`config.mk`:
```
export PLATFORM = sky130hd
export DESIGN_NAME = pps_front
export DESIGN_NICKNAME = d
export VERILOG_FILES = /design/src/hw/rtl/pps_pkg.sv /design/src/hw/rtl/pps_front.sv
export SDC_FILE = /design/constraint.sdc
export NUM_CORES = 2
export LEC_CHECK = 0
export ABC_AREA = 1
export BUFFER_PORTS_ARGS = -buffer_cell sky130_fd_sc_hd__buf_4
export CORE_UTILIZATION = 55
export DETAILED_ROUTE_END_ITERATION = 10
export PLACE_DENSITY = 0.74
export RECOVER_POWER = 25
export SLEW_MARGIN = 5
export SYNTH_ARGS = -nofsm -noshare
export SYNTH_HDL_FRONTEND = slang
export SYNTH_SLANG_ARGS = --single-unit
```
`constraint.sdc`:
```
create_clock -name clk -period 15.91 [get_ports clk]
set_input_delay 0.7955 -clock clk [delete_from_list [all_inputs] [get_ports clk]]
set_output_delay 0.7955 -clock clk [all_outputs]
set_load 0.05 [all_outputs]
```
`src/hw/rtl/pps_pkg.sv`:
```
package pps_pkg;

  localparam int CountLimitDefault = 127;

  typedef enum logic [1:0] {
    KIND_FRONT  = 2'd0,
    KIND_BACK   = 2'd1,
    KIND_STATUS = 2'd2
  } kind_t;

  localparam logic [1:0] REG_A = 2'd0;
  localparam logic [1:0] REG_B = 2'd1;
  localparam logic [1:0] REG_C = 2'd2;
  localparam logic [1:0] REG_D = 2'd3;

  // Classified vertex handed from front to back
  typedef struct packed {
    logic signed [31:0] x;
    logic signed [31:0] y;
    logic signed [31:0] z;
    logic signed [63:0] side;
    logic               last;
  } vtx_t;

  // Signed 64-bit add that saturates
  function automatic logic signed [63:0] sat_add64(input logic signed [63:0] a,
                                                   input logic signed [63:0] b);
    logic signed [63:0] s;
    s = a + b;
    if (!a[63] && !b[63] && s[63]) sat_add64 = {1'b0, {63{1'b1}}};
    else if (a[63] && b[63] && !s[63]) sat_add64 = {1'b1, 63'd0};
    else sat_add64 = s;
  endfunction

endpackage

```
`src/hw/rtl/pps_front.sv`:
```
// Side value of each vertex: one product per cycle, accumulated with saturation.
module pps_front (
  input  logic                 clk,
  input  logic                 rst,
  input  logic                 in_valid,
  output logic                 in_stall,
  input  logic signed [31:0]   vert_x,
  input  logic signed [31:0]   vert_y,
  input  logic signed [31:0]   vert_z,
  input  logic                 last_vertex,
  input  logic signed [31:0]   pa,
  input  logic signed [31:0]   pb,
  input  logic signed [31:0]   pc,
  input  logic signed [31:0]   pd,
  output logic                 q_valid,
  input  logic                 q_ready,
  output pps_pkg::vtx_t        q_data
);
  import pps_pkg::*;

  typedef enum logic [2:0] {F_IDLE, F_MA, F_MB, F_MC, F_MD, F_SUM, F_OUT} fstate_t;

  fstate_t            state;
  vtx_t               v;
  logic signed [63:0] prod;
  logic signed [63:0] acc;
  logic signed [31:0] op_p, op_v;

  assign in_stall = (state != F_IDLE);
  assign q_valid  = (state == F_OUT);
  assign q_data   = v;

  // Select operands for this cycle's product
  always_comb begin
    unique case (state)
      F_MA:    begin op_p = pa; op_v = v.x; end
      F_MB:    begin op_p = pb; op_v = v.y; end
      F_MC:    begin op_p = pc; op_v = v.z; end
      default: begin op_p = pd; op_v = 32'sd65536; end
    endcase
  end

  // Hold state, product and accumulator
  always_ff @(posedge clk) begin
    if (rst) begin
      state <= F_IDLE;
    end else begin
      unique case (state)
        F_IDLE: if (in_valid) begin
          v.x    <= vert_x;
          v.y    <= vert_y;
          v.z    <= vert_z;
          v.last <= last_vertex;
          state  <= F_MA;
        end
        F_MA: begin
          prod  <= op_p * op_v;
          state <= F_MB;
        end
        F_MB: begin
          acc   <= prod;
          prod  <= op_p * op_v;
          state <= F_MC;
        end
        F_MC: begin
          acc   <= sat_add64(acc, prod);
          prod  <= op_p * op_v;
          state <= F_MD;
        end
        F_MD: begin
          acc   <= sat_add64(acc, prod);
          prod  <= op_p * op_v;
          state <= F_SUM;
        end
        // Add the offset term last
        F_SUM: begin
          v.side <= sat_add64(acc, prod);
          state  <= F_OUT;
        end
        F_OUT: begin
          if (q_ready) state <= F_IDLE;
        end
        default: state <= F_IDLE;
      endcase
    end
  end

endmodule

```
Word level (Yosys, flattened, before mapping)
Index checks and enable logic that the tools add are counted.
- reductions and logical operators: 17
- multiplexer cells: 8
- $add $sub $neg: 1
- equal/unequal tests: 8
- multipliers: 1
- bitwise gates (word level): 1
- operators by type and width (kind ; number):
    $pmux W32 S3 ; 2
    $mux W64 ; 2
    $pmux W64 S2 ; 1
    $add A64 B64 Y64 ; 1
    $mul A32 B32 Y64 ; 1
    $pmux W3 S7 ; 1
    $eq A3 B3 Y1 const B ; 3
    $reduce_and A2 Y1 ; 4
    $eq A3 B2 Y1 const B ; 2
    $mux W3 ; 2
    $logic_and A1 B1 Y1 ; 4
    $reduce_or A4 Y1 ; 1
    $eq A3 B1 Y1 const B ; 1
    $logic_not A1 Y1 ; 3
    $logic_not A3 Y1 ; 1
    $reduce_and A3 Y1 ; 1
    $reduce_bool A3 Y1 ; 1
    $ne A2 B1 Y1 const B ; 1
    $ne A2 B2 Y1 const B ; 1
    $reduce_bool A2 Y1 ; 1
    $reduce_or A2 Y1 ; 1
    $not A1 Y1 ; 1
- register bits after elaboration: 292
- output and inout bits: 163
- logic and storage cells: 44
- input port bits: 229

Longest topological paths before layout
- depth in word-level cells: 6
- mapped depth: 42
- mapped depth without buffers: 39

Worst setup path after synthesis
OpenSTA, ideal clock, no wires.
- path type: reg-to-reg
- start point: register state[0]
- end point: register prod[56] (data pin)
- data arrival time: 7874 ps
- clock period less this slack: 8127 ps
- setup slack: 7783 ps
- cell stages (with the launch flop): 30
- cell sequence: dfxtp_1 nor2_1 inv_1 nor2_4 buf_6 buf_8 a221oi_4 buf_2 nor2_1 fa_1 fa_1 fa_1 fa_1 inv_1 fa_1 inv_1 fa_1 inv_1 fa_1 inv_1 fa_1 ha_1 nand2_1 nor2_1 inv_1 nor2_1 nand3_1 or2_2 nand4_1 nand2_1
- longest elaborated chain between the ends: 3
- elaborated cells between the ends (all ways): 6
- classes of those cells: mul (1); eq/ne (3); mux (2)
- RTL lines (what ; RTL line ; text):
    start: declaration ; pps_front.sv:23 ; fstate_t state;
    start signal: assignment ; pps_front.sv:46 ; state <= F_IDLE;
    start signal: assignment ; pps_front.sv:54 ; state <= F_MA;
    start signal: assignment ; pps_front.sv:58 ; state <= F_MB;
    $eq A3 B2 Y1 / $eq A3 B1 Y1 (equally long branches) ; pps_front.sv:35, pps_front.sv:48 ;
    $pmux W32 S3 ; pps_front.sv:35 ; unique case (state)
    $mul A32 B32 Y64 (*) ; - ;
    end signal: assignment ; pps_front.sv:57 ; prod <= op_p * op_v;
    end signal: assignment ; pps_front.sv:62 ; prod <= op_p * op_v;
    end signal: assignment ; pps_front.sv:67 ; prod <= op_p * op_v;
    end: declaration ; pps_front.sv:25 ; logic signed [63:0] prod;
Every way passes the cells marked *; elsewhere a longest branch is shown, timed or not.
A chain may end at the register's enable or synchronous reset.

Worst setup path in the final report
- start point: register state[2]
- end point: register prod[45] (data pin)
Same word-level chain as after synthesis.

==> metrics.log <==
INFO  metric vias_per_cell = 5.78
INFO  metric ys_seq_area_share = 16.1%
INFO  metric synth_enable_flop_cells = 289
INFO  metric drc_errors = 0
INFO  metric max_cap_violation_count = 1
INFO  metric cp_slowest_stage_delay = 1.16 ns
INFO  metric final_setup_violation_count = 0
INFO  metric numCtsBuffers = 36
INFO  metric grt_pass1_vias = 48600
INFO  metric gr-total-overflow = 0
INFO  metric dpl_worst_slack = 5.39 ns
INFO  metric final_hold_viol_count = 0
INFO  metric cts-resized-gates = 0
INFO  metric yosys.cell_count.top_type = sky130_fd_sc_hd__nand2_1
INFO  metric dr_total_vias = 46300
INFO  metric rsz0062_at_grt = no
INFO  metric cp_data_arrival_time = 11.40 ns
INFO  metric grt_max_degree = 71
INFO  metric cts_max_path_buffers = 3
INFO  metric drt_first_pass_iters = 8
INFO  metric fin_crit_sh = 69.1%
INFO  metric io_pins = 392
INFO  metric cp_max_fo = 34
INFO  metric layout.cells.non_filler = 8008
INFO  metric synth_top_cells_by_count = 1529 x sky130_fd_sc_hd__nand2_1, 1419 x sky130_fd_sc_hd__inv_1, 1084 x sky130_fd_sc_hd__fa_1
INFO  metric tritoncts_num_sinks = 292
INFO  metric critPathMostFrequentCell = sky130_fd_sc_hd__fa_1
INFO  metric cp-end-kind = flop
INFO  metric track_usage = 41.8%
INFO  metric fmax = 0.0910 GHz
INFO  metric post-route-min-period = 10.99 ns
INFO  metric post-cts-setup-buffers = 0
INFO  metric path_clk_slew = 0.07 ns
INFO  metric syn2layout_area_growth = 9.17%
INFO  metric placedCellCount = 7942
INFO  metric critical_path_origin = state[2]
INFO  metric initial_core_util = 55.7%
INFO  metric syn_avg_cell_area = 8.47 sq um
INFO  metric layout.nets = 8266
INFO  metric netlist_area = 54100 sq um
INFO  metric place.gp.congestion = 1.06
INFO  metric fraction_of_final_layout_cells_sized_beyond_drive_strength_1 = 8.15%
INFO  metric min-delay-path-class = input pin to flop
INFO  metric synth-seq-cells = 292
INFO  metric yosysTopAreaCell = sky130_fd_sc_hd__fa_1
INFO  metric placement.io_buffers = 391
INFO  metric crit_slowest_cell = sky130_fd_sc_hd__clkinv_1
INFO  metric grt_pass1_wl = 301000 um
INFO  metric worstSetupStartpointType = flop
INFO  metric fraction_of_post_synthesis_cell_area_in_the_top_cell_type_by_area = 40.1%
INFO  metric floorplan.die.width = 316 um
INFO  metric asyncSetResetFlopFracSynth = 0%
INFO  metric die-height = 316 um
INFO  metric final_max_slew_viol_count = 35
INFO  metric post-route-worst-setup-slack = 4.92 ns
INFO  metric die_area = 99700 sq um
INFO  metric worst_clock_skew = 0.0407 ns
INFO  metric dp_hpwl = 162000 um
INFO  metric grt_antenna_before_repair = 3
INFO  metric status = finished, violations left
INFO  metric cts_root_buffer = sky130_fd_sc_hd__clkbuf_16
INFO  metric wire_per_inst = 25.4 um
INFO  metric tritoncts_clock_tree = done
INFO  metric max_slew_margin = -38.8%
INFO  metric ys_top_cells_by_area = sky130_fd_sc_hd__fa_1 40%, sky130_fd_sc_hd__edfxtp_1 16%, sky130_fd_sc_hd__nand2_1 11%
INFO  metric synth-warning-count = 0
INFO  metric crit-reg2reg-launch = state[2]
INFO  metric synthesis.nets = 7952
INFO  metric core.rowCount = 114
INFO  metric floorplan_core_area = 97100 sq um
INFO  metric criticalPathCategory = flop to flop
INFO  metric finalWirelength = 203000 um
INFO  metric crit_family = adder cells
INFO  metric timing.critical_path.required = 16.32 ns
INFO  metric cts_hold_buf = 0
INFO  metric synth.distinct_cells = 46
INFO  metric drt_iter0_markers = 4681
INFO  metric hold_wc_startpoint = vert_y[24]
INFO  metric setup-tns-final = 0 ns
INFO  metric postRouteAntennaNets = 0
INFO  metric ctsHtreeMaxLevel = 2
INFO  metric synthFlopType = sky130_fd_sc_hd__edfxtp_1
INFO  metric failing_checks = max-capacitance violations, max-slew violations
INFO  metric critical_path.n_buffers_inverters = 7
INFO  metric worstMarginPinSlew = 2.08 ns
INFO  metric cells_after_synthesis = 6390
INFO  metric clock_insertion_delay_worst_skew = 0.62 ns
==> state kept, by name, indices dropped and copies added (netlist names) <==
name    cells
q_data    161
acc        64
prod       64
state       3
==> final timing paths <==
kind | slack [ns] | depth (start not counted) | to
setup reg to reg | 4.92 | 27 | prod[45]
setup / recovery | 4.92 | 27 | prod[45]
hold / removal | 0.37 | 1 | q_data[121]
hold reg to reg | 0.56 | 2 | acc[36]
==> final cells by class <==
type | instances | area (sq um)
clock buffer | 42 | 923
antenna | 4 | 10.0
fill | 8707 | 38000
tap | 1276 | 1600
clock inverter | 20 | 220
inverter | 1439 | 5400
multi-input combinational | 4459 | 39000
sequential | 292 | 8740
timing repair buffer | 476 | 3220
==> per-stage QoR <==
stage          cell area, sq um  hold slack (ns)  util [%]
3_5_place_dp              58300            0.554      60.0
4_1_cts                   59400            0.326      61.2
5_1_grt                   59100            0.366      60.8
3_3_place_gp              58300            0.547      60.0
6_report                  59100            0.367      60.8
2_1_floorplan             54100            0.527         -
==> cell families after synthesis <==
| family | share of synthesized area [%] |
|---|---|
| compound gates | 5.39 |
| flops | 16.1 |
| buf+inv | 12.0 |
| fa+ha+maj | 45.9 |
| xor+xnor | 1.04 |
| simple gates | 19.6 |
==> placed cells by master, fill, tap and decap left out, drive strengths merged, types with 4 or more instances in the layout <==
master	instances
nand2	1529
inv	1432
fa	1084
nor2	846
buf	294
edfxtp	289
ha	249
clkbuf	224
a21oi	196
nand3	154
o21ai	86
nor3	57
xor2	48
nand4	32
a221oi	32
a31oi	28
clkinv	22
o21bai	20
xnor2	16
and2	11
a22oi	10
and3	9
nor4	9
a21boi	8
o211ai	7
a21o	6
o31ai	5
diode	4
o21a	4
or2	4
nand3b	4
==> layer usage <==
metal  routed length, um  vias up  GRT usage (%)
li1                    -    19700              -
met1               72100    22700           50.7
met2               89300     2966           64.2
met3               24700      881           12.6
met4               17100        0           28.5
met5                   0        -              0
Power is left out: the tool's default activity adds up to more than one toggle a clock period on the data nets, which glitch-free logic cannot reach.
