==> src/hw/rtl/pps_pkg.sv <==
package pps_pkg;

  localparam int CountLimitDefault = 127;

  typedef enum logic [1:0] {
    KIND_FRONT  = 2'd0,
    KIND_BACK   = 2'd1,
    KIND_STATUS = 2'd2
  } kind_t;

  localparam logic [1:0] REG_A = 2'd0;
  localparam logic [1:0] REG_B = 2'd1;
  localparam logic [1:0] REG_C = 2'd2;
  localparam logic [1:0] REG_D = 2'd3;

  // Classified vertex handed from front to back
  typedef struct packed {
    logic signed [31:0] x;
    logic signed [31:0] y;
    logic signed [31:0] z;
    logic signed [63:0] side;
    logic               last;
  } vtx_t;

  // Signed 64-bit add that saturates
  function automatic logic signed [63:0] sat_add64(input logic signed [63:0] a,
                                                   input logic signed [63:0] b);
    logic signed [63:0] s;
    s = a + b;
    if (!a[63] && !b[63] && s[63]) sat_add64 = {1'b0, {63{1'b1}}};
    else if (a[63] && b[63] && !s[63]) sat_add64 = {1'b1, 63'd0};
    else sat_add64 = s;
  endfunction

endpackage

==> src/hw/rtl/pps_queue.sv <==
// Two-entry queue between classifier and splitter.
module pps_queue (
  input  logic           clk,
  input  logic           rst,
  input  logic           wr_valid,
  output logic           wr_ready,
  input  pps_pkg::vtx_t  wr_data,
  output logic           rd_valid,
  input  logic           rd_ready,
  output pps_pkg::vtx_t  rd_data
);
  import pps_pkg::*;

  vtx_t       mem [2];
  logic       wp, rp;
  logic [1:0] cnt;

  assign wr_ready = (cnt != 2'd2);
  assign rd_valid = (cnt != 2'd0);
  assign rd_data  = mem[rp];

  // Advance pointers on each transfer
  always_ff @(posedge clk) begin
    if (rst) begin
      wp  <= 1'b0;
      rp  <= 1'b0;
      cnt <= 2'd0;
    end else begin
      if (wr_valid && wr_ready) begin
        mem[wp] <= wr_data;
        wp      <= ~wp;
      end
      if (rd_valid && rd_ready) rp <= ~rp;
      cnt <= cnt + 2'(wr_valid && wr_ready) - 2'(rd_valid && rd_ready);
    end
  end

endmodule

==> config.mk <==
export PLATFORM = sky130hd
export DESIGN_NAME = pps_queue
export DESIGN_NICKNAME = d
export VERILOG_FILES = /design/src/hw/rtl/pps_pkg.sv /design/src/hw/rtl/pps_queue.sv
export SDC_FILE = /design/constraint.sdc
export NUM_CORES = 1
export LEC_CHECK = 0
export BUFFER_PORTS_ARGS = -buffer_cell sky130_fd_sc_hd__buf_2
export CAP_MARGIN = 20
export CORE_UTILIZATION = 52
export CTS_CLUSTER_DIAMETER = 200
export DETAILED_ROUTE_END_ITERATION = 10
export PLACE_DENSITY = 0.82
export SYNTH_ARGS = -nofsm -noshare
export SYNTH_HDL_FRONTEND = slang
export SYNTH_SLANG_ARGS = --single-unit
==> constraint.sdc <==
create_clock -name clk -period 18.7 [get_ports clk]
set_clock_uncertainty 0.05 [all_clocks]
set_input_delay 3.74 -clock clk [delete_from_list [all_inputs] [get_ports clk]]
set_output_delay 3.74 -clock clk [all_outputs]
set_load 0.1 [all_outputs]
# ---- Yosys cells after proc, flatten, opt, wreduce, memory -nomap -nowiden
# Memory sizes are Yosys's and may differ from the RTL's. A register that Yosys moved wholly into a read port is not among the register bits.
# Cells that the tools add are included.
dict set report op_classes {
  addsub 2
  eq_ne 1
  mux 5
  n_bitwise 2
  reduce_logical 3
}
# operator n
set ops {}
lappend ops {{$mux W1} 5}
lappend ops {{$add A2 B1 Y2} 1}
lappend ops {{$logic_and A1 B1 Y1} 2}
lappend ops {{$ne A2 B2 Y1 const B} 1}
lappend ops {{$not A1 Y1} 2}
lappend ops {{$reduce_bool A2 Y1} 1}
lappend ops {{$sub A2 B1 Y2} 1}
dict set report word_totals {
  reg_bits 4
  mem_bits_rw 322
  input_bits 165
  output_inout_bits 163
  word_cells 17
  mem_count 1
}
# name depth word_bits read_ports rd_clocked_by_memory_dff wr line_no
set memory_table {}
lappend memory_table {mem 2 161 1 1 1 pps_queue.sv:14} ;# vtx_t mem [2];

# ---- Longest topological paths before layout
# Gate-level depths: netlist (run 1).
dict set report logic_depth {
  depth_word 5
  depth_mapped 8
  depth_no_buf 8
}

# ---- Least setup slack after synthesis (run 1)
# OpenSTA, ideal clock, no wires.
dict set report synth_timing {
  path_type {input to register}
  startpoint {in wr_valid}
  endpoint {mem mem[1][0] in the netlist's numbering (enable)}
  setup_ps 915
  t_arrival_ps 15508
  required_ps 17735
  setup_slack_ps 2227
  stages 2
  n_path_buf 0
  path_cell_list {nand2_1 > nor3b_1}
}
dict set report synth_between {
  elab_chain_len 4
}
# item line_no
set synth_rtl {}
lappend synth_rtl {{from (decl)} pps_queue.sv:5} ;# input logic wr_valid,
lappend synth_rtl {{$logic_and A1 B1 Y1} pps_queue.sv:29} ;# if (wr_valid && wr_ready) begin
lappend synth_rtl {{$mux W1} pps_queue.sv:29}
lappend synth_rtl {{$mux W1} pps_queue.sv:24} ;# if (rst) begin
lappend synth_rtl {{$mux W1 (not written as such)} pps_queue.sv:30} ;# mem[wp] <= wr_data;
lappend synth_rtl {{to (decl)} pps_queue.sv:14}
# No other way between the ends.

==> results of run 1 <==
worst max path at each step:
stage / start / endpoint / slack [ns] / cells after the start
2_1_floorplan: wr_valid / mem[1][0] / 2.23 / 2
3_3_place_gp: flop / rd_data[16] / 12.53 / 3
3_5_place_dp: flop / rd_data[160] / 12.50 / 3
4_1_cts: flop / rd_data[160] / 11.97 / 3
5_1_grt: flop / rd_data[160] / 11.87 / 3
6_report: flop / rd_data[72] / 12.01 / 3
metrics by stage:
stage	instances	power, mW	utilization	worst slack [ns]
after floorplan	525	1.81	-	2.23
after CTS	1212	2.53	0.664	11.97
after global routing	1214	2.58	0.664	11.87
after detailed placement	1155	1.91	0.619	12.50
final	1215	2.51	0.664	12.01
after global placement	1155	1.91	0.619	12.53
worst min-delay path: stages (launching register included):
cell     delay, ns
dfxtp_1       0.33
xnor2_1       0.08
nor2_1        0.09
cells by family (layout without fill, tap and decap cells):
| family | Yosys count | in the layout | synth area share |
|---|---|---|---|
| fa+ha+maj | 2 | 2 | 0.00205 |
| mux | 162 | 162 | 0.177 |
| other cells | 0 | 3 | 0 |
| compound gates | 1 | 1 | 0.000615 |
| xor+xnor | 3 | 3 | 0.00215 |
| flops | 327 | 327 | 0.800 |
| simple gates | 11 | 11 | 0.00461 |
| buf+inv | 19 | 393 | 0.0133 |
synth_stat cells:
master,count,area (sq um)
o21a_1,1,7.51
mux2_4,90,1350
inv_1,1,3.75
xor2_1,1,8.76
dfxtp_1,5,100
edfxtp_1,322,9670
nor3b_1,1,7.51
ha_1,2,25.0
nor2b_1,2,12.5
nand2_1,1,3.75
xnor2_1,2,17.5
buf_6,11,124
nor2_1,4,15.0
or2_2,1,6.26
mux2_2,72,811
nor3_1,1,5.00
buf_2,7,35.0
nand2b_1,1,6.26
layer usage:
layer / vias up / routed length, um
met3: 48 / 1910
met5: - / 8
met2: 261 / 11700
met4: 2 / 656
li1: 2799 / -
met1: 2977 / 8320
sequential cells by signal (all words and copies together), names as in the netlist, named ones only:
name and flops:
wp 1, cnt 2, mem 322, rp 1
power groups by stage:
stage | clock network (mW) | registers [mW] | logic, mW
floorplan | 0 | 0.920 | 0.892
global placement | 0 | 0.907 | 0.998
detailed placement | 0 | 0.911 | 1.00
CTS | 0.628 | 0.897 | 1.01
global route | 0.654 | 0.901 | 1.03
finish | 0.612 | 0.896 | 1.00
cell usage in the layout, fill, tap and decap left out:
master     count
or2_2          1
buf_4          8
inv_6          1
nand2_1        1
clkinv_4       1
nor2_1         4
xnor2_1        2
dfxtp_1        4
inv_8          1
clkinv_2       3
clkbuf_16     35
o21a_1         1
xor2_1         1
inv_1          1
edfxtp_1     322
clkbuf_8       1
buf_2        327
mux2_2        72
ha_1           2
dfxtp_4        1
nor3b_2        1
bufinv_16      1
nor2b_1        2
mux2_4        90
nand2b_1       1
clkbuf_1       8
nor3_2         1
clkinv_1       6
diode_2        3
cell type report:
type,count,share of cell area
multi-input combinational,179,0.151
antenna,3,0.000495
clock buffer,44,0.0606
inverter,1,0.000247
clock inverter,13,0.00635
timing repair buffer,335,0.112
tap,313,0.0258
sequential,327,0.644
==> run summary, run 1 <==
Status -> finished clean
Pre-antenna DRT Iters -> 4
Post-synth net total -> 692
Tot GR Track Use -> 0.182
Synth Instances -> 525
Internal -> 1.44 mW
Lkg Pwr -> 5.79 nW
Final Instance Area -> 15,200 sq um
Final min period -> 6.69 ns
Cts hold-fix bufs -> 0
Mapped Avg Cell Area -> 23.3 sq um
Final count of hold timing violations -> 0
Sw frac -> 0.426
CTS tree -> yes
Hold crit path type -> flop to flop
Pwr/cell area -> 165 nW/um^2
Achievable clock frequency -> 150 MHz
PostCTS Resize Cnt -> 0
Largest net degree at the start of global routing -> 75
CTS sink count -> 327
Vias in the first global route -> 6,259
Io pins -> 328
Worst-margin pin slew -> 1.12 ns
Final wirelength -> 22,600 um
Port Buffers -> 327
Max Transition Viols Final -> 0
Area Overhead vs Synth -> 24.3%
# H-tree levels -> 2
Multi-input gate area -> 2290 sq um
CP Launch Type -> flop
Reg clk slew, reported paths -> 0.06 ns
Global route hottest layer -> met2
Vias per cell -> 5.01
Mapped Area -> 12,200 sq um
Cell variety after synth -> 18
CP bufs+invs -> 2
Min Hold Slack -> 0.482 ns
Clock Power Share -> 0.244
Share of cells above drive strength 1 -> 0.605
First-pass GRT wire length -> 33,000 um
Hold EP -> rp
Endpoint type of the worst setup path -> output pin
CP Class -> flop to output pin
Sequential Power Share -> 0.357
RePlAce Congestion -> 0.718
Post-DRT Antenna Nets -> 0
Post-CTS setup buffers -> 0
Period utilisation layout -> 0.358
Die W -> 155 um
Slowest cell on the critical path -> buf_4
Via count -> 6,087
Crit path max-delay family -> buffers and inverters
Reg2Reg Depth -> 5
Dpl hpwl -> 14,700 um
Total grt overflow -> 0
Die area -> 24,100 sq um
Worst hold stages -> 2
Worst reg-to-reg setup slack -> 16.22 ns
Core ar. -> 22,800 sq um
Number of fill cells -> 1,552
Yosys warnings -> 0
Met2 Usage GRT -> 0.322
DRC errors left -> 0
Comb pwr share -> 0.399
Clock root buffer -> clkbuf_16
WL/cell -> 18.6 um
FF-to-FF End -> mem[1][78]
Register area share after synthesis -> 0.800
WP data required -> 14.91 ns
Critical path, cell by cell -> buf_4 -> mux2_4 -> buf_2
MaxCap Viol Count -> 0
RSZ-0062 raised after global routing -> no
Met1 Resource Use GR -> 0.203
Worst EP arrival -> 2.90 ns
Nets -> 1,045
Inserted Clock Buffers -> 34
Drt initial violations -> 313
Met3 GRT Util -> 0.0593
Setup TNS -> 0 ns
Max incr delay on CP -> 0.91 ns
FP Rows -> 55
Placed instance area -> 14,200 sq um
Clock latency on the worst-skew pair -> 0.49 ns
Final number of setup-violating endpoints -> 0
Hold path startpoint -> rp
Slew headroom -> 0.251
Initial core utilization -> 0.534
Critical path peak fanout -> 67
Worst reg2reg startpoint -> cnt[0]
Peak VDD IR -> 0.109 mV
Die Span Y -> 155 um
Reg area -> 9770 sq um
Longest Clk Path Bufs -> 3
Synth Register Bits -> 327
NetSw -> 1.07 mW
Initial antenna violation count -> 4
No activity file was read; power rests on OpenSTA's default activity.
==> inputs of run 2 (changes only) <==
- CORE_UTILIZATION: 52 -> 47
- PLACE_DENSITY: 0.82 -> 0.78
- clock period: 18.7 -> 5.85 ns (I/O delays scaled with it)
==> run summary, run 2 (synthesis gave the netlist of run 1 again) <==
Status -> finished clean
Tot GR Track Use -> 0.165 (-0.0169)
Worst-margin pin slew -> 0.853 ns (-0.270 ns)
Final number of setup-violating endpoints -> 0 (unchanged)
Nets -> 1,046 (+0.096%)
CP Class -> flop to output pin
Die W -> 163 um (+5.1%)
Drt initial violations -> 429 (+37%)
Die Span Y -> 163 um (+5.1%)
Reg clk slew, reported paths -> 0.06 ns (about the same)
Via count -> 5,991 (-1.6%)
Pwr/cell area -> 524 nW/um^2 (+220%)
Clock latency on the worst-skew pair -> 0.49 ns (about the same)
Vias per cell -> 4.86 (-2.9%)
DP Worst Slack -> 2.56 ns (-9.93 ns)
Most frequent cells in the layout -> buf_2, edfxtp_1, mux2_4, mux2_2, clkbuf_16
Commonest non-fill, non-tap cell in the layout -> buf_2
Endpoint type of the worst setup path -> output pin
Peak VDD IR -> 0.350 mV (+220%)
# H-tree levels -> 2 (unchanged)
PostCTS Resize Cnt -> 0 (unchanged)
Comb pwr share -> 0.399 (about the same)
Post-CTS setup buffers -> 0 (unchanged)
Worst EP arrival -> 2.54 ns (-0.36 ns)
Io pins -> 328 (unchanged)
Cts hold-fix bufs -> 0 (unchanged)
Internal -> 4.59 mW (+220%)
Sequential Power Share -> 0.358 (about the same)
Port Buffers -> 327 (unchanged)
Min Hold Slack -> 0.466 ns (-0.0162 ns)
Longest Clk Path Bufs -> 3 (unchanged)
MaxCap Viol Count -> 0 (unchanged)
Final worst slack -> 2.09 ns (-9.92 ns)
Lkg Pwr -> 5.81 nW (+0.37%)
Clock root buffer -> clkbuf_16
WL/cell -> 18.3 um (-1.7%)
Achievable clock frequency -> 266 MHz
Final count of hold timing violations -> 0 (unchanged)
RePlAce Congestion -> 0.806 (+12%)
Setup TNS -> 0 ns (unchanged)
Final min period -> 3.76 ns
Core ar. -> 25,300 sq um (+11%)
Share of cells above drive strength 1 -> 0.608 (+0.00266)
RSZ-0062 raised after global routing -> no
Slew headroom -> 0.431 (+0.180)
WP data required -> 4.63 ns (-10.28 ns)
Die area -> 26,600 sq um (+10%)
DRC errors left -> 0 (unchanged)
Register name with the most flops -> mem
Number of fill cells -> 1,863 (+20%)
Total grt overflow -> 0 (unchanged)
Largest registers -> mem: 322 flops, cnt: 2 flops
Dpl hpwl -> 15,400 um (+4.9%)
Power consumption -> 8.00 mW (+220%)
Pre-antenna DRT Iters -> 4 (unchanged)
NetSw -> 3.40 mW (+220%)
Max reg flops -> 322 (unchanged)
First-pass GRT wire length -> 33,200 um (+0.67%)
Largest net degree at the start of global routing -> 83 (+11%)
Max Transition Viols Final -> 0 (unchanged)
Sw frac -> 0.426 (-0.000515)
Critical path peak fanout -> 40 (-40%)
Clock Power Share -> 0.243 (about the same)
Period utilisation layout -> 0.642
Vias in the first global route -> 6,162 (-1.5%)
Post-DRT Antenna Nets -> 0 (unchanged)
CP Launch Type -> flop
FP Rows -> 58 (+5.5%)
Hold crit path type -> flop to flop
Final wirelength -> 22,500 um (-0.35%)
Area Overhead vs Synth -> 24.9%
CTS sink count -> 327 (unchanged)
Initial antenna violation count -> 3 (-1)
CTS tree -> yes
Initial core utilization -> 0.482 (-0.0523)
Inserted Clock Buffers -> 34 (unchanged)
==> run 2: cell count changes in the layout (fill, tap and decap cells not counted), sizes merged <==
cell | before | now
clkinv | 10 | 12
buf | 335 | 336
diode | 3 | 2
bufinv | 1 | 0
inv | 3 | 2
==> run 2: worst max-delay path: stages, from the launching register on <==
cell	delay (ns)
dfxtp_4	0.64
buf_4	0.63
mux2_4	0.27
buf_2	0.42
==> run 2: metrics by stage <==
step / area, sq um / instances / util
after floorplan: 12300 / 525 / -
after global placement: 14200 / 1173 / 0.562
after global routing: 15300 / 1231 / 0.602
final: 15300 / 1232 / 0.602
after detailed placement: 14200 / 1173 / 0.562
after CTS: 15200 / 1230 / 0.602
==> run 2: final timing paths <==
path	startpoint	end	slack, ns	cells after the start
worst max-delay path	flop	rd_data[97]	2.09	3
worst min-delay path	rp	rp	0.47	2
worst min register to register	rp	rp	0.47	2
worst max register to register	cnt[0]	mem[1][113]	3.32	5
==> run 2: area by class of cell <==
cell class | instances | area (sq um) | share of cell area
antenna | 2 | 5.00 | 0.000328
multi-input combinational | 179 | 2320 | 0.152
inverter | 1 | 3.75 | 0.000246
timing repair buffer | 336 | 1730 | 0.113
tap | 330 | 413 | 0.0271
sequential | 327 | 9770 | 0.641
clock buffer | 44 | 952 | 0.0624
clock inverter | 13 | 60.1 | 0.00394
==> run 2: power by group through the flow <==
stage	Combinational, mW	Clock [mW]	Sequential [mW]
final	3.19	1.94	2.86
after floorplan	2.86	0	2.89
after detailed placement	3.21	0	2.91
after CTS	3.21	2.00	2.86
after global placement	3.20	0	2.90
after global routing	3.29	2.08	2.88
==> run 2: layer usage <==
| metal | track usage | vias up | part of all wire |
|---|---|---|---|
| li1 | - | 2802 | - |
| met1 | 0.197 | 2882 | 0.38 |
| met2 | 0.281 | 256 | 0.50 |
| met3 | 0.0523 | 51 | 0.091 |
| met4 | 0.0590 | 0 | 0.027 |
| met5 | 0 | - | 0 |
