## src/hw/rtl/pps_pkg.sv

```systemverilog
package pps_pkg;

  localparam int CountLimitDefault = 127;

  typedef enum logic [1:0] {
    KIND_FRONT  = 2'd0,
    KIND_BACK   = 2'd1,
    KIND_STATUS = 2'd2
  } kind_t;

  localparam logic [1:0] REG_A = 2'd0;
  localparam logic [1:0] REG_B = 2'd1;
  localparam logic [1:0] REG_C = 2'd2;
  localparam logic [1:0] REG_D = 2'd3;

  // Classified vertex handed from front to back
  typedef struct packed {
    logic signed [31:0] x;
    logic signed [31:0] y;
    logic signed [31:0] z;
    logic signed [63:0] side;
    logic               last;
  } vtx_t;

  // Signed 64-bit add that saturates
  function automatic logic signed [63:0] sat_add64(input logic signed [63:0] a,
                                                   input logic signed [63:0] b);
    logic signed [63:0] s;
    s = a + b;
    if (!a[63] && !b[63] && s[63]) sat_add64 = {1'b0, {63{1'b1}}};
    else if (a[63] && b[63] && !s[63]) sat_add64 = {1'b1, 63'd0};
    else sat_add64 = s;
  endfunction

endpackage

```

## src/hw/rtl/pps_back.sv

```systemverilog
// Splitter: emits vertices, intersections and the status item.
module pps_back #(
  parameter int COUNT_LIMIT = pps_pkg::CountLimitDefault
) (
  input  logic                clk,
  input  logic                rst,
  input  logic                q_valid,
  output logic                q_ready,
  input  pps_pkg::vtx_t       q_data,
  output logic                out_valid,
  input  logic                out_stall,
  output logic [1:0]          kind,
  output logic signed [31:0]  out_x,
  output logic signed [31:0]  out_y,
  output logic signed [31:0]  out_z,
  output logic [6:0]          front_count,
  output logic [6:0]          back_count,
  output logic                front_kept,
  output logic                back_kept,
  output logic                end_of_run
);
  import pps_pkg::*;

  localparam int CW = $clog2(COUNT_LIMIT + 1);
  localparam logic [CW-1:0] Lim = CW'(COUNT_LIMIT);

  typedef enum logic [3:0] {
    B_IDLE, B_DECIDE, B_SHIFT, B_DIV, B_MUL, B_MUL2, B_EMIT, B_NEXT
  } bstate_t;

  bstate_t            state;
  vtx_t               cur;
  logic signed [31:0] fx, fy, fz, px, py, pz;
  logic signed [63:0] fside, pside;
  logic               first_pend;
  logic [CW-1:0]      fcnt, bcnt;

  // Emission script, up to six entries
  logic [2:0]         op_idx, op_num;
  logic [2:0]         ops [6];

  localparam logic [2:0] OP_CF = 3'd0; // current front
  localparam logic [2:0] OP_CB = 3'd1; // current back
  localparam logic [2:0] OP_IF = 3'd2; // intersection front
  localparam logic [2:0] OP_IB = 3'd3; // intersection back
  localparam logic [2:0] OP_ST = 3'd4; // status
  localparam logic [2:0] OP_CL = 3'd5; // start closing intersection

  // Intersection unit operands
  logic signed [31:0] bx, by, bz, ox, oy, oz;
  logic [63:0]        mb, mo;
  logic [31:0]        den;
  logic [30:0]        tq;
  logic [62:0]        rem;
  logic [4:0]         dcnt;
  logic [1:0]         axis;
  logic signed [31:0] ix, iy, iz;
  logic [32:0]        dmag;
  logic               dneg;
  logic [63:0]        mprod;

  function automatic logic [63:0] mag64(input logic signed [63:0] s);
    mag64 = s[63] ? (64'd0 - 64'(s)) : 64'(s);
  endfunction

  function automatic logic opp(input logic signed [63:0] a, input logic signed [63:0] b);
    opp = (a != 0) && (b != 0) && (a[63] != b[63]);
  endfunction

  logic signed [31:0] bsel, osel;
  logic signed [32:0] diff;
  logic signed [34:0] rsum;
  logic signed [31:0] rsat;

  always_comb begin
    case (axis)
      2'd0:    begin bsel = bx; osel = ox; end
      2'd1:    begin bsel = by; osel = oy; end
      default: begin bsel = bz; osel = oz; end
    endcase
    diff = 33'(osel) - 33'(bsel);
    rsum = dneg ? (35'(bsel) - 35'({1'b0, mprod[63:30]} + 35'(mprod[29])))
                : (35'(bsel) + 35'({1'b0, mprod[63:30]} + 35'(mprod[29])));
    if (rsum > 35'sd2147483647) rsat = 32'h7fffffff;
    else if (rsum < -35'sd2147483648) rsat = 32'h80000000;
    else rsat = rsum[31:0];
  end

  assign q_ready = (state == B_IDLE);

  logic [2:0] op;
  assign op = ops[op_idx];

  // Load a new output item this cycle
  logic emit_now;
  assign emit_now = (state == B_EMIT) && (!out_valid || !out_stall) &&
                    (op_idx != op_num) && (op != OP_CL);

  // Sequence one vertex through classification, division and emission
  always_ff @(posedge clk) begin
    if (rst) begin
      state      <= B_IDLE;
      out_valid  <= 1'b0;
      first_pend <= 1'b1;
      fcnt       <= '0;
      bcnt       <= '0;
      fside      <= '0;
      pside      <= '0;
    end else begin
      if (out_valid && !out_stall && !emit_now) out_valid <= 1'b0;
      unique case (state)
        B_IDLE: if (q_valid) begin
          cur   <= q_data;
          state <= B_DECIDE;
        end
        B_DECIDE: begin
          op_idx <= '0;
          if (first_pend) begin
            fcnt <= '0; bcnt <= '0;
            fx <= cur.x; fy <= cur.y; fz <= cur.z; fside <= cur.side;
            first_pend <= cur.last;
            ops[0] <= cur.side[63] ? OP_CB : OP_CF;
            if (cur.side == 0) begin
              ops[1] <= OP_CB;
              ops[2] <= OP_ST;
              op_num <= cur.last ? 3'd3 : 3'd2;
            end else begin
              ops[1] <= OP_ST;
              op_num <= cur.last ? 3'd2 : 3'd1;
            end
            state <= B_EMIT;
          end else if (opp(cur.side, pside)) begin
            bx <= cur.x; by <= cur.y; bz <= cur.z;
            ox <= px; oy <= py; oz <= pz;
            mb <= mag64(cur.side); mo <= mag64(pside);
            if (cur.side[63]) begin
              ops[0] <= OP_IF; ops[1] <= OP_IB; ops[2] <= OP_CB;
            end else begin
              ops[0] <= OP_IB; ops[1] <= OP_IF; ops[2] <= OP_CF;
            end
            ops[3] <= OP_CL;
            op_num <= cur.last ? 3'd4 : 3'd3;
            first_pend <= cur.last;
            state <= B_SHIFT;
          end else begin
            ops[0] <= cur.side[63] ? OP_CB : OP_CF;
            if (cur.side == 0) begin
              ops[1] <= OP_CB;
              ops[2] <= OP_CL;
              op_num <= cur.last ? 3'd3 : 3'd2;
            end else begin
              ops[1] <= OP_CL;
              op_num <= cur.last ? 3'd2 : 3'd1;
            end
            first_pend <= cur.last;
            state <= B_EMIT;
          end
          px <= cur.x; py <= cur.y; pz <= cur.z; pside <= cur.side;
        end
        // Common right shift until both magnitudes fit in 31 bits
        B_SHIFT: begin
          if (mb[63:31] != 0 || mo[63:31] != 0) begin
            mb <= mb >> 1; mo <= mo >> 1;
          end else begin
            den   <= mb[31:0] + mo[31:0];
            rem   <= 63'(mb[31:1]);
            tq    <= '0;
            dcnt  <= 5'd30;
            state <= B_DIV;
          end
        end
        // Restoring division, one quotient bit per cycle
        B_DIV: begin
          logic [32:0] trial;
          logic [61:0] numer;
          numer = {mb[31:0], 30'd0};
          trial = {rem[31:0], numer[6'(dcnt)]};
          if (den == 0) begin
            tq <= '0;
            axis <= 2'd0; state <= B_MUL;
          end else begin
            if (trial >= {1'b0, den}) begin
              rem <= 63'(trial - {1'b0, den});
              tq  <= {tq[29:0], 1'b1};
            end else begin
              rem <= 63'(trial);
              tq  <= {tq[29:0], 1'b0};
            end
            if (dcnt == 0) begin
              axis <= 2'd0; state <= B_MUL;
            end
            dcnt <= dcnt - 5'd1;
          end
        end
        B_MUL: begin
          dneg  <= diff[32];
          dmag  <= diff[32] ? 33'(-diff) : 33'(diff);
          state <= B_MUL2;
        end
        B_MUL2: begin
          mprod <= 64'(dmag) * 64'(tq);
          state <= B_NEXT;
        end
        B_NEXT: begin
          case (axis)
            2'd0: ix <= rsat;
            2'd1: iy <= rsat;
            default: iz <= rsat;
          endcase
          if (axis == 2'd2) state <= B_EMIT;
          else begin
            axis  <= axis + 2'd1;
            state <= B_MUL;
          end
        end
        B_EMIT: begin
          if (!out_valid || !out_stall) begin
            if (op_idx == op_num) begin
              state <= B_IDLE;
            end else if (op == OP_CL) begin
              // Closing edge: queue back and front intersections, or go to status
              if (opp(fside, pside)) begin
                bx <= fx; by <= fy; bz <= fz;
                ox <= px; oy <= py; oz <= pz;
                mb <= mag64(fside); mo <= mag64(pside);
                ops[op_idx]        <= OP_IB;
                ops[op_idx + 3'd1] <= OP_IF;
                ops[op_idx + 3'd2] <= OP_ST;
                op_num <= op_idx + 3'd3;
                state <= B_SHIFT;
              end else begin
                ops[op_idx] <= OP_ST;
                op_num <= op_idx + 3'd1;
              end
            end else begin
              out_valid <= 1'b1;
              case (op) inside
                OP_CF, OP_IF: begin
                  kind <= KIND_FRONT;
                  if (fcnt < Lim) fcnt <= fcnt + 1'b1;
                end
                OP_CB, OP_IB: begin
                  kind <= KIND_BACK;
                  if (bcnt < Lim) bcnt <= bcnt + 1'b1;
                end
                default: kind <= KIND_STATUS;
              endcase
              case (op) inside
                OP_CF, OP_CB: begin out_x <= cur.x; out_y <= cur.y; out_z <= cur.z; end
                OP_IF, OP_IB: begin out_x <= ix; out_y <= iy; out_z <= iz; end
                default:      begin out_x <= '0; out_y <= '0; out_z <= '0; end
              endcase
              if (op == OP_ST) begin
                front_count <= 7'(fcnt); back_count <= 7'(bcnt);
                front_kept <= (fcnt > CW'(2)); back_kept <= (bcnt > CW'(2));
                end_of_run <= 1'b1;
              end else begin
                front_count <= '0; back_count <= '0;
                front_kept  <= 1'b0; back_kept <= 1'b0; end_of_run <= 1'b0;
              end
              op_idx <= op_idx + 3'd1;
            end
          end
        end
        default: state <= B_IDLE;
      endcase
    end
  end

  logic unused;
  assign unused = ^rem[62:32];

endmodule

```

## config.mk

```make
export PLATFORM = sky130hd
export DESIGN_NAME = pps_back
export DESIGN_NICKNAME = d
export VERILOG_FILES = /design/src/hw/rtl/pps_pkg.sv /design/src/hw/rtl/pps_back.sv
export SDC_FILE = /design/constraint.sdc
export NUM_CORES = 2
export LEC_CHECK = 0
export BUFFER_PORTS_ARGS = -buffer_cell sky130_fd_sc_hd__clkbuf_2
export CAP_MARGIN = 20
export CORE_ASPECT_RATIO = 0.5
export CORE_MARGIN = 2
export CORE_UTILIZATION = 48
export CTS_BUF_LIST = sky130_fd_sc_hd__clkbuf_8
export CTS_CLUSTER_DIAMETER = 100
export DETAILED_ROUTE_END_ITERATION = 16
export GPL_TIMING_DRIVEN = 0
export PLACE_DENSITY = 0.76
export SETUP_SLACK_MARGIN = 0.05
export SLEW_MARGIN = 20
export SYNTH_ARGS = -nofsm -noshare
export SYNTH_HDL_FRONTEND = slang
export SYNTH_SLANG_ARGS = --single-unit
```

## constraint.sdc

```tcl
create_clock -name clk -period 15.4 [get_ports clk]
set_clock_uncertainty 0.05 [all_clocks]
set_input_delay 2.31 -clock clk [delete_from_list [all_inputs] [get_ports clk]]
set_output_delay 2.31 -clock clk [all_outputs]
set_load 0.01 [all_outputs]
```

# --- Word level (Yosys, flattened, before mapping) ---
# Memories as Yosys holds them, arrays and structs flattened. A register that Yosys moved wholly into a read port is not among the register bits.
# Index checks and enable logic that the tools add are counted.
op_classes:
  n_addsub: 17
  multipliers: 1
  div: 0
  magnitude_cmp: 8
  eq_ne: 40
  shift: 0
  n_mux: 221
  n_bitwise: 17
  n_reduce_logical: 58
ops:
  columns: ["cell", "count"]
  rows:
  - ["$mux 32", 48]
  - ["$mux 64", 17]
  - ["$pmux 32 s2", 9]
  - ["$pmux 64 s3", 2]
  - ["$reduce_bool 64->1", 3]
  - ["$sub 1x64->64 const A", 3]
  - ["$mux 3", 31]
  - ["$mux 7", 12]
  - ["$mux 1", 73]
  - ["$reduce_bool 33->1", 2]
  - ["$logic_not 64->1", 1]
  - ["$mul 33x31->64", 1]
  - ["$mux 31", 2]
  - ["$pmux 31 s2", 1]
  - ["$add 34x1->35", 1]
  - ["$add 35x35->35", 1]
  - ["$gt 35x32->1 const B", 1]
  - ["$lt 35x32->1 const B", 1]
  - ["$mux 35", 1]
  - ["$sub 35x35->35", 1]
  - ["$ge 33x32->1", 1]
  - ["$neg 33->33", 1]
  - ["$sub 32x32->33", 1]
  - ["$add 32x32->32", 1]
  - ["55 further kinds", 147]
totals:
  ff_bits: 1238
  latchBits: 0
  ramBits: 18
  mem_bits_ro: 0
  in_bits: 165
  out_inout_bits: 117
  wordCells: 412
  memories: 1
mem_list:
  columns: ["memory", "words", "width", "read_ports", "rd_ports_with_merged_regs", "write_ports", "line_no", "text"]
  rows:
  - ["ops", 6, 3, 1, 1, 4, "pps_back.sv:40", "logic [2:0] ops [6];"]

# --- Depth between registers and ports, before layout ---
depth:
  word_depth: 13
  ltp_mapped: 29
  ltp_nobuf: 28

# --- Worst setup path before layout ---
# Ideal clock, no wire load.
synth_timing:
  kind: "input-to-reg"
  start: "in rst"
  end: "reg cur[0] (netlist bit) (enable)"
  setup_time_ns: 0.912
  arrival_time_ns: 14.378
  required_time_ns: 14.438
  path_slack_ns: 0.060
  stages: 3
  n_path_buf: 2
  path_cell_list: "clkbuf_1 > clkbuf_1 > nor3b_1"
synth_between:
  elab_chain_cells: 2
synth_lines:
  columns: ["item", "line_no", "text"]
  rows:
  - ["start, declared", "pps_back.sv:6", "input logic rst,"]
  - ["$not 1->1 (no line)", null, null]
  - ["$reduce_and 3->1 (no line)", null, null]
  - ["end signal, assigned", "pps_back.sv:113", "cur <= q_data;"]
  - ["end, declared", "pps_back.sv:32", "vtx_t cur;"]
# No other way between the ends.
# A chain may end at the register's enable or synchronous reset.

# --- Final worst setup path ---
layout_timing:
  start: "reg tq[17]"
  end: "reg mprod[58], data pin"
layout_between:
  elab_chain_cells: 1
layout_lines:
  columns: ["item", "line_no", "text"]
  rows:
  - ["start, declared", "pps_back.sv:53", "logic [30:0] tq;"]
  - ["start signal, assigned", "pps_back.sv:184", "tq <= {tq[29:0], 1'b1};"]
  - ["start signal, assigned", "pps_back.sv:187", "tq <= {tq[29:0], 1'b0};"]
  - ["$mul 33x31->64", "pps_back.sv:201", "mprod <= 64'(dmag) * 64'(tq);"]
  - ["end signal, assigned", "pps_back.sv:201", null]
  - ["end, declared", "pps_back.sv:60", "logic [63:0] mprod;"]
# No other way between the ends.

==> reports/qor.yml <==
hold_violations: 0
start_util: 0.484
hpwl_um: 244000
nets: 10900
r2r_end: "mprod[58]$_DFFE_PP_"
cts-resized-gates: 0
finalCritPeriodShare: 0.765
hold_class: "register to register"
postSynthCellCount: 8895
die_x_um: 618
clk_path_buf_depth: 4
grt_max_degree: 54
drive_gt1_frac: 0.0735
ys_types: 84
synth_top_area_cell: "edfxtp_1"
grt_pass1_vias: 70700
num_io_pins: 282
crit_type: "register to register"
syn_area_um2: 90400
min_period_ns: 11.79
rr_worst_depth: 26
antenna_found_initial: 19
ctsHoldBuffers: 0
htreeDepth: 4
gp_congestion: 1.05
slew_violations: 0
setup_slack_ns: 3.61
maxCapViolations: 0
synthArstFlopShare: 0
critPathCaptureType: "register"
crit_start: "tq[17]$_SDFFCE_PP0P_"
area_growth_pct: 9.98
overflow: 0
crit_arrival_ns: 12.49
synth_edf_count: 1061
clock-sinks: 1235
slowest_stage: "a221oi_1"
clockRootBuffer: "clkbuf_8"
stdcell_count: 12100
ant_nets: 0
grt_use_total: 0.324
crit_top_cell: "fa_1"
die_h_um: 311
fmax_mhz: 84.8
syn-mean-instance-area_um2: 10.2
ys.flop_type: "edfxtp_1"
dp.cells: 11800
cp-endpoint: "mprod[58]$_DFFE_PP_"
synth_fp_nets: 10400
drt_first_pass_iters: 8
tightest_slew_ns: 1.36
grt_pass1_wl_um: 457000
cts_setup_buffers: 0
cp_max_fo: 10
rsz0062_at_grt: "no"
required_ns: 16.10
wl_um: 312000
crit_path_start_kind: "register"
drt_iter0_drc: 8455
place_ws_ns: 3.78
vias: 70600
insertion_delay_ns: 1.02
cts_made_buffers: 189
rr_startpoint: "tq[17]$_SDFFCE_PP0P_"
clkSlewWorstSetupHoldPaths_ns: 0.07
synth_most_common_cell: "nand2_1"
slowest_delay_ns: 0.91
vias_per_cell: 5.83
min-delay-start: "py[2]$_DFFE_PP_"
core.rowCount: 112
drc: 0
setup_viol: 0
synth.area.top_cells: "edfxtp_1 35%, fa_1 20%, nand2_1 7.5%, ha_1 5.5%, inv_1 4.1%"
ys_seq_area_frac: 0.391
wl_per_cell_um: 25.8
yosys.area.top_type_share: 0.352
reg2reg_slack_ns: 3.61
portBuffers: 281
status: "finished clean"
synthTopCellsByCount: "1804 x nand2_1, 1061 x edfxtp_1, 995 x inv_1, 898 x fa_1, 518 x and2_1"
yosys_warnings: 0
synth.ff_latch_count: 1235
maxSlewHeadroom: 0.0921
coreArea_um2: 187000
cts_tree: "built"
dieArea_um2: 192000
[worst max-delay path: cells and delay by family, from the launching register on]
family / cells / cell delay (ns)
simple gates: 3 / 0.63
compound gates: 9 / 4.06
xor+xnor: 1 / 0.15
fa+ha+maj: 9 / 4.78
buf+inv: 4 / 1.06
flops: 1 / 0.76
[sequential cells by signal, indices dropped and copies added, names as in the netlist, 33 cells and up, named ones only]
| signal | count |
|---|---|
| cur | 161 |
| fside | 64 |
| mb | 64 |
| mo | 64 |
| pside | 64 |
| mprod | 35 |
| dmag | 33 |
[cell type report]
type                       count  area (um^2)
timing repair buffer         368         2260
antenna                       11         27.5
tap                         2508         3140
clock inverter               124          701
buffer                       463         1770
clock buffer                 204         2810
inverter                     995         3740
multi-input combinational   6202        49700
sequential                  1235        35300
fill                       16400        87300
[metal layers]
| metal | routed length, um | global-route usage | up-vias | part of all wire |
|---|---|---|---|---|
| li1 | - | - | 30600 | - |
| met1 | 115000 | 0.406 | 34700 | 0.37 |
| met2 | 141000 | 0.514 | 4350 | 0.45 |
| met3 | 34600 | 0.0806 | 978 | 0.11 |
| met4 | 20500 | 0.180 | 14 | 0.066 |
| met5 | 195 | 0 | - | 0.00062 |
[metrics by stage]
step                      setup TNS, ns   util  instance area, um^2  hold slack (ns)
after detailed placement              0  0.514                95900            0.355
after global routing                  0  0.532                99500            0.303
after global placement         -1519.38  0.509                95000            0.350
after floorplan                       0      -                90400            0.350
final                                 0  0.533                99500            0.314
after CTS                             0  0.532                99400            0.302
[worst min-delay path by stage]
| stage | end | slack [ns] | cells after the start |
|---|---|---|---|
| after floorplan | ox[0]$_DFFE_PP_ | 0.35 | 0 |
| after global placement | oy[9]$_DFFE_PP_ | 0.35 | 0 |
| after detailed placement | ox[16]$_DFFE_PP_ | 0.35 | 0 |
| after CTS | oy[2]$_DFFE_PP_ | 0.30 | 0 |
| after global routing | oy[2]$_DFFE_PP_ | 0.30 | 0 |
| final | oy[2]$_DFFE_PP_ | 0.31 | 0 |
[layout by cell type, fill, tap and decap left out, types with 44 or more instances in the layout]
| cell | n |
|---|---|
| inv_1 | 1040 |
| or3_1 | 51 |
| o21ai_0 | 294 |
| a21o_1 | 126 |
| ha_1 | 401 |
| a21oi_1 | 484 |
| a22oi_1 | 65 |
| nand2_1 | 1804 |
| edfxtp_1 | 1061 |
| fa_1 | 898 |
| o211ai_1 | 55 |
| buf_4 | 53 |
| clkinv_1 | 44 |
| dfxtp_1 | 174 |
| nor2_1 | 253 |
| nand4_1 | 48 |
| o31ai_1 | 76 |
| xor2_1 | 268 |
| nor4_1 | 50 |
| clkbuf_8 | 204 |
| nor3_1 | 69 |
| nand2b_1 | 47 |
| clkbuf_1 | 409 |
| clkbuf_2 | 291 |
| and2_1 | 515 |
| nand3_1 | 92 |
| xnor2_1 | 175 |
[logic make-up after synthesis]
| kind of cell | synth area share |
|---|---|
| AO/OA/AOI/OAI | 0.0896 |
| XOR/XNOR | 0.0429 |
| adder cells (fa/ha/maj) | 0.254 |
| buffers and inverters | 0.0607 |
| flip-flops | 0.391 |
| multiplexers | 0.00480 |
| AND/OR/NAND/NOR | 0.157 |
Power is not shown: default switching activity piles up to over one toggle a cycle in this logic, so the estimate is an artifact.
